**src/rtl/ray_box_hit_distance_core_defines.svh**
```systemverilog
// Assertion macros for the ray/box hit distance core.
// Used by ray_box_hit_distance_core.sv; no other dependencies.
`ifndef RAY_BOX_HIT_DISTANCE_CORE_DEFINES_SVH
`define RAY_BOX_HIT_DISTANCE_CORE_DEFINES_SVH

// Same-cycle implication, disabled during reset.
`define RBHD_ASSERT_IMPLIES(label, clk, rst, ante, cons) \
   label: assert property (@(posedge clk) disable iff (rst) (ante) |-> (cons)) \
      else $error("rbhd assertion failed");

// Next-cycle implication, disabled during reset.
`define RBHD_ASSERT_NEXT(label, clk, rst, ante, cons) \
   label: assert property (@(posedge clk) disable iff (rst) (ante) |=> (cons)) \
      else $error("rbhd assertion failed");

`endif

```
**src/rtl/rbhd_div_pipe.sv**
```systemverilog
// Pipelined restoring divider, one quotient bit per stage.
// Standalone; instantiated by ray_box_hit_distance_core.
module rbhd_div_pipe #(
   parameter int unsigned QUOT_BITS = 32,
   parameter int unsigned TOP_BITS  = 16
) (
   input  logic                 clock,
   input  logic [TOP_BITS-1:0]  num_top,   // must be below den for a valid quotient
   input  logic [QUOT_BITS-1:0] num_low,
   input  logic [QUOT_BITS-1:0] den,
   output logic [QUOT_BITS-1:0] quot
);

   logic [QUOT_BITS-1:0] rem_ff  [QUOT_BITS-1];
   logic [QUOT_BITS-1:0] low_ff  [QUOT_BITS-1];
   logic [QUOT_BITS-1:0] den_ff  [QUOT_BITS-1];
   logic [QUOT_BITS-1:0] quot_ff [QUOT_BITS];

   for (genvar i = 0; i < QUOT_BITS; i++) begin : g_stage
      logic [QUOT_BITS-1:0] rem_prev;
      logic [QUOT_BITS-1:0] low_prev;
      logic [QUOT_BITS-1:0] den_prev;
      logic [QUOT_BITS-1:0] quot_prev;
      logic [QUOT_BITS:0]   trial;
      logic [QUOT_BITS:0]   diff;
      logic                 ge;

      if (i == 0) begin : g_first
         assign rem_prev  = QUOT_BITS'(num_top);
         assign low_prev  = num_low;
         assign den_prev  = den;
         assign quot_prev = '0;
      end else begin : g_next
         assign rem_prev  = rem_ff[i-1];
         assign low_prev  = low_ff[i-1];
         assign den_prev  = den_ff[i-1];
         assign quot_prev = quot_ff[i-1];
      end

      assign trial = {rem_prev, low_prev[QUOT_BITS-1]};
      assign ge    = trial >= {1'b0, den_prev};
      assign diff  = trial - {1'b0, den_prev};

      always_ff @(posedge clock) begin
         quot_ff[i] <= {quot_prev[QUOT_BITS-2:0], ge};
      end

      if (i < QUOT_BITS - 1) begin : g_carry
         always_ff @(posedge clock) begin
            rem_ff[i] <= ge ? diff[QUOT_BITS-1:0] : trial[QUOT_BITS-1:0];
            low_ff[i] <= {low_prev[QUOT_BITS-2:0], 1'b0};
            den_ff[i] <= den_prev;
         end
      end
   end

   assign quot = quot_ff[QUOT_BITS-1];

endmodule

```
**config.mk**
```make
export PLATFORM = sky130hd
export DESIGN_NAME = rbhd_div_pipe
export DESIGN_NICKNAME = d
export VERILOG_FILES = /design/src/rtl/ray_box_hit_distance_core_defines.svh /design/src/rtl/rbhd_div_pipe.sv
export SDC_FILE = /design/constraint.sdc
export NUM_CORES = 2
export LEC_CHECK = 0
export BUFFER_PORTS_ARGS = -buffer_cell sky130_fd_sc_hd__clkbuf_2
export CAP_MARGIN = 20
export CORE_MARGIN = 2
export CORE_UTILIZATION = 57
export CTS_CLUSTER_SIZE = 28
export DETAILED_ROUTE_END_ITERATION = 12
export PLACE_DENSITY = 0.76
export SLEW_MARGIN = 25
export SYNTH_ARGS = -nofsm -noshare
export SYNTH_HDL_FRONTEND = slang
export SYNTH_SLANG_ARGS = --single-unit
```
**constraint.sdc**
```tcl
create_clock -name clock -period 3.2 [get_ports clock]
set_input_delay 0.16 -clock clock [delete_from_list [all_inputs] [get_ports clock]]
set_output_delay 0.16 -clock clock [all_outputs]
set_load 0.005 [all_outputs]
```
After elaboration in Yosys (flattened, before gate mapping)
Memory sizes are Yosys's and may differ from the RTL's.
Cells that the tools add are included.
Widths: inputs -> output; s select.
{"block": "word_totals", "regBits": 0, "ram_bits": 3969, "output_inout_bits": 32, "memories": 4}
{"memory": "quot_ff", "depth": 32, "word_bits": 32, "rd": 32, "rd_clocked_by_memory_dff": 0, "write_ports": 32, "line_no": "rbhd_div_pipe.sv:17", "rtl": "logic [QUOT_BITS-1:0] quot_ff [QUOT_BITS];"}
{"memory": "den_ff", "depth": 31, "word_bits": 32, "rd": 31, "rd_clocked_by_memory_dff": 0, "write_ports": 31, "line_no": "rbhd_div_pipe.sv:16", "rtl": "logic [QUOT_BITS-1:0] den_ff [QUOT_BITS-1];"}
{"memory": "rem_ff", "depth": 31, "word_bits": 32, "rd": 31, "rd_clocked_by_memory_dff": 0, "write_ports": 31, "line_no": "rbhd_div_pipe.sv:14", "rtl": "logic [QUOT_BITS-1:0] rem_ff [QUOT_BITS-1];"}
{"memory": "low_ff", "depth": 31, "word_bits": 31, "rd": 31, "rd_clocked_by_memory_dff": 0, "write_ports": 31, "line_no": "rbhd_div_pipe.sv:15", "rtl": "logic [QUOT_BITS-1:0] low_ff [QUOT_BITS-1];"}
{"block": "op_classes", "n_addsub": 31, "order_cmp": 32, "n_mux": 31}
{"op": "$ge 33x32->1", "count": 31}
{"op": "$mux 32", "count": 31}
{"op": "$sub 32x32->32", "count": 30}
{"op": "$ge 17x32->1", "count": 1}
{"op": "$sub 17x32->32", "count": 1}

Depth between registers and ports, before layout
An unclocked memory read counts as a cell.
{"block": "depth", "word_depth": 3, "ltp_mapped": 16, "depth_no_buf": 14}

Least setup slack after synthesis
No wires, ideal clock.
{"block": "synth_timing", "path_kind": "register to register", "from": "memory den_ff[3][8], in the netlist den_ff[0][104]", "to": "memory rem_ff[4][10], in the netlist rem_ff[2][10]", "arrival_ns": 3.297, "setup_slack_ns": -0.219, "path_stages_with_launch": 14, "path_buffers": 1, "period_less_slack_ns": 3.419, "cell_sequence": "dfxtp_1 > inv_1 > ha_1 > and3_1 > and2_4 > a221oi_2 > a21boi_1 > or4_1 > a31o_1 > a211o_1 > a31oi_2 > o211ai_4 > buf_6 > mux2_4"}
{"item": "from (decl)", "line_no": "rbhd_div_pipe.sv:16"}
{"item": "to (decl)", "line_no": "rbhd_div_pipe.sv:14"}

==> results list <==
- From bottom edge to top edge, the die measures 470.7 microns.
- After layout, the worst path uses 107.1% of the clock period.
- Area added between synthesis and finish: 26.49%
* Initial antenna violation count: 2
- Worst voltage drop across the vdd grid: around 0.7 mV
- Power Internal: 102.4 mW
- In this run the power spent charging and discharging nets is 55.09 mW.
- The final-report hold violation count is 0.
- RSZ-0062 raised after global routing: yes
- Slack of the worst reg-to-reg path: -0.23 ns
- After synthesis, the share of flip-flops with an asynchronous set or reset is 0%.
- Static timing analysis puts the maximum clock frequency at slightly below 0.3 GHz.
- Counting both buffers and inverters, the worst setup path holds a total of 1.
- Max-slew headroom at the worst pin: 54.17%
- In the post-route analysis, the smallest setup slack over all paths is -0.2260 ns.
- Number of vias per cell after detailed routing: 5.562
- Root buffer cell: clkbuf_16
- Fraction of layout instances using a drive strength above 1: 22.17%
- Pins Over Slew Limit: 0
- The worst path in the final design needs a cycle of 3.426 ns, including I/O delays and setup.
- Area contributors post-synth: dfxtp_1 49%, ha_1 10%, inv_1 3.9%
- Critical Path Slowest Stage Cell: or4_4
- Min-delay worst type: in -> reg
- Top_reg_cell synth: dfxtp_1
- At the pin with the least slew margin, the transition time is 0.6823 ns.
- Critical path start-end classification: reg -> reg
- The worst register-to-register path ends at rem_ff[2][14].
* Total half-perimeter wirelength after legalization and detailed placement: 230500 microns
- Port Buffer Count: approximately 110
- Yosys printed 0 warnings.
- Gr usage total: 27.60%
* Wire length per cell after detailed routing: roughly 19 microns
* Critical path data arrival time: 4.24 ns
- The first global-routing pass estimated 498300 microns of wire.
- Sequential group share of total power: between 30% and 40%
- In this run the critical register-to-register path is launched from rem_ff[1][39].
- Cell accounting for the most synthesized area: dfxtp_1
- In this run, the number of DRC markers left after iteration 0 of detailed routing was approximately 6500.
* CP peak stage delay: 0.45 ns
* Synth top area share: 48.51%
- The floorplan step defined a die boundary enclosing 221500 sq um.
- Via total after detailed routing: between 90000 and 100k
- IO Count: 113
- The number of global-route vias before repair came to 96346.
- In this run the cell area of the synthesized design comes to 124100 sq um.
* TritonCTS clock tree: done
- Logic gate share of total power: between 40% and 50%
- After synthesis the netlist holds a flip-flop and latch count of about 3000.
- Yosys mapped a number of flops with a built-in enable equal to 0.
- Switching share of total power: 34.99%
* Overall power consumption: approximately 160 mW
- Chip Width: 470.7 microns
* Total leakage power: roughly 74 nW
- Adding up every negative setup slack in the final design gives -12.41 ns.
* Sequential element share of the synthesized area: 48.51%
- Syn avg cell area: about 9.8 sq um
* Worst r2r path cells: 12
- Maximum number of pins on one net before global-route repair: 52
- Remaining DRCs: 0
- # Max-Cap Violations: 0
- Violated checks: negative setup slack
- Worst hold path stage count: 3
- Number of standard cells after synthesis: 12635
- Clock-pin slew of the registers on the worst-case setup and hold paths: 0.06 ns
- Data on the critical path is required at its endpoint by 4.01 ns.
* Maximum clock skew at final layout: 0.06354 ns
- Hold wc startpoint: num_top[9]
* Total number of nets in the final design: 15397
* Aggregate global routing overflow: 0
- Routed Wire Length: 332400 microns
- In this run, CTS created clock tree buffers numbering between 300 and 400.
- Per report_power, the clock group accounts for a little under a quarter of the total.
- Top-count cell post-synth: dfxtp_1
- Counting every net in the synthesized netlist gives 13756.
- For the worst-skew pair, the clock arrives at the later sink with an insertion delay of about 0.97 ns.
- Outcome: finished with violations
- The congestion estimate from routability-driven global placement came to between 0.9 and 1.
- Number of clock sinks: 3008
* Clock tree buffer depth: 4
* Commonest cells in the synthesized netlist: 3008 x dfxtp_1, 1284 x inv_1, 1009 x ha_1, 961 x a21oi_1, 726 x nand2_1
* Maximum net fanout on the critical path: 10
- The first TritonRoute pass finished after 8 iterations.
- Total power divided by cell area: about 1000 nW/um^2
- Post-route ant nets: 0
- The core region is between 200000 and 250000 sq um.
- Placement Rows: 171
- Nature of the critical path startpoint: register
* End point of the most critical hold path: rem_ff[0][10]
- The critical path goes through ha_4 > and3_4 > and2_4 > a221oi_4 > a21boi_2 > or4_4 > a31o_1 > a211o_1 > a31oi_4 > o211ai_4 > clkbuf_16 > mux2_4.
- Number of distinct library cell variants in the gate-level netlist after synthesis: 94
- Kind of cell with the highest combined delay on the critical path: compound AO/OA/AOI/OAI gates
- In this run the number of H-tree levels came out at 5.
- For this configuration, the core starts out at a cell density of approximately 57%.
- The layout has about 15000 filler cells.
- The worst setup path is captured at a register.
- Number of endpoints failing setup at the final stage: 113
==> power by group through the flow <==
stage	registers [mW]	clock network, mW	logic, mW
6_report	50.2	37.5	69.8
5_1_grt	50.7	39.6	76.1
4_1_cts	50.0	38.0	63.4
3_5_place_dp	50.6	0	58.1
3_3_place_gp	50.6	0	56.8
2_1_floorplan	48.1	0	41.4
==> sequential cells by signal, indices dropped and copies added, names as in the netlist <==
register	flops
den_ff	992
low_ff	496
rem_ff	992
quot_ff	528
==> how the worst max path moves through the flow <==
stage                               from             end  slack [ns]  cells past startpoint
final                      rem_ff[1][39]   rem_ff[2][14]       -0.23                     12
after global routing       den_ff[0][97]   rem_ff[2][17]       -0.32                     14
after CTS                 den_ff[1][354]  rem_ff[14][26]       -0.15                     14
after detailed placement  den_ff[0][388]   rem_ff[6][39]       -0.41                     14
after global placement    den_ff[0][388]   rem_ff[6][47]       -0.38                     14
after floorplan           den_ff[0][449]   rem_ff[7][56]  -0.0000004                     14
==> kinds of logic after synthesis <==
kind of cell	Yosys count	synth area share (%)
flops	3008	48.51
compound gates	3153	15.92
buf+inv	1595	4.878
simple gates	2524	9.690
xor+xnor	809	5.708
fa+ha+maj	1040	10.67
mux	506	4.619
==> area by class of cell <==
type                    instances  area (sq um)  area share [%]
diodes                          4         10.01        0.006375
clock buffers                 407          8812           5.612
clock inverters               136          1856           1.182
inverters                    1296          4875           3.105
multi-input cells            8035         63360           40.35
flip-flops and latches       3008         60430           38.48
well taps                    2854          3571           2.274
repair buffers               1623         14110           8.988
==> per-layer routing <==
layer  share of wire, %  track usage (%)
met1                 40            32.39
met3                4.4            3.133
met2                 51            50.50
met4                4.5            11.95
met5                  0                0
==> cells in the final DEF (no fill, tap or decap), drive strengths merged, types with 457 or more instances in the layout <==
master / instances
xnor2: 477
nor2: 679
a21oi: 961
ha: 1009
buf: 1315
mux2: 457
nand2: 726
dfxtp: 3008
clkbuf: 559
o21ai: 754
a21o: 540
inv: 1308
==> worst reg2reg max path: cells and delay by family (launching register included) <==
family	cells	cell delay, ns
multiplexers	1	0.30
adder cells (fa/ha/maj)	1	0.24
AO/OA/AOI/OAI	6	1.39
buffers and inverters	1	0.25
flip-flops	1	0.34
AND/OR/NAND/NOR	3	0.79
==> through the flow <==
step	setup slack (ns)	area (sq um)	cells	utilization, %	hold WS (ns)
6_report	-0.2260	157000	17363	72.45	0.04462
5_1_grt	-0.3234	157000	17362	72.45	0.03394
4_1_cts	-0.1487	151500	17206	69.88	0.002374
3_5_place_dp	-0.4089	135600	16341	62.54	0.2639
3_3_place_gp	-0.3828	135500	16340	62.54	0.2620
2_1_floorplan	-0.0000004441	124300	12635	-	0.1877
==> what timing repair did <==
item,4_1_cts,5_1_grt
gates resized for setup,472,900
pin swaps,191,437
hold endpoints to repair,96,0
gates cloned,21,43
hold buffers,154,0
endpoints found under the setup margin,740,907
buffers inserted,148,134
No activity file was read; power rests on OpenSTA's default activity.
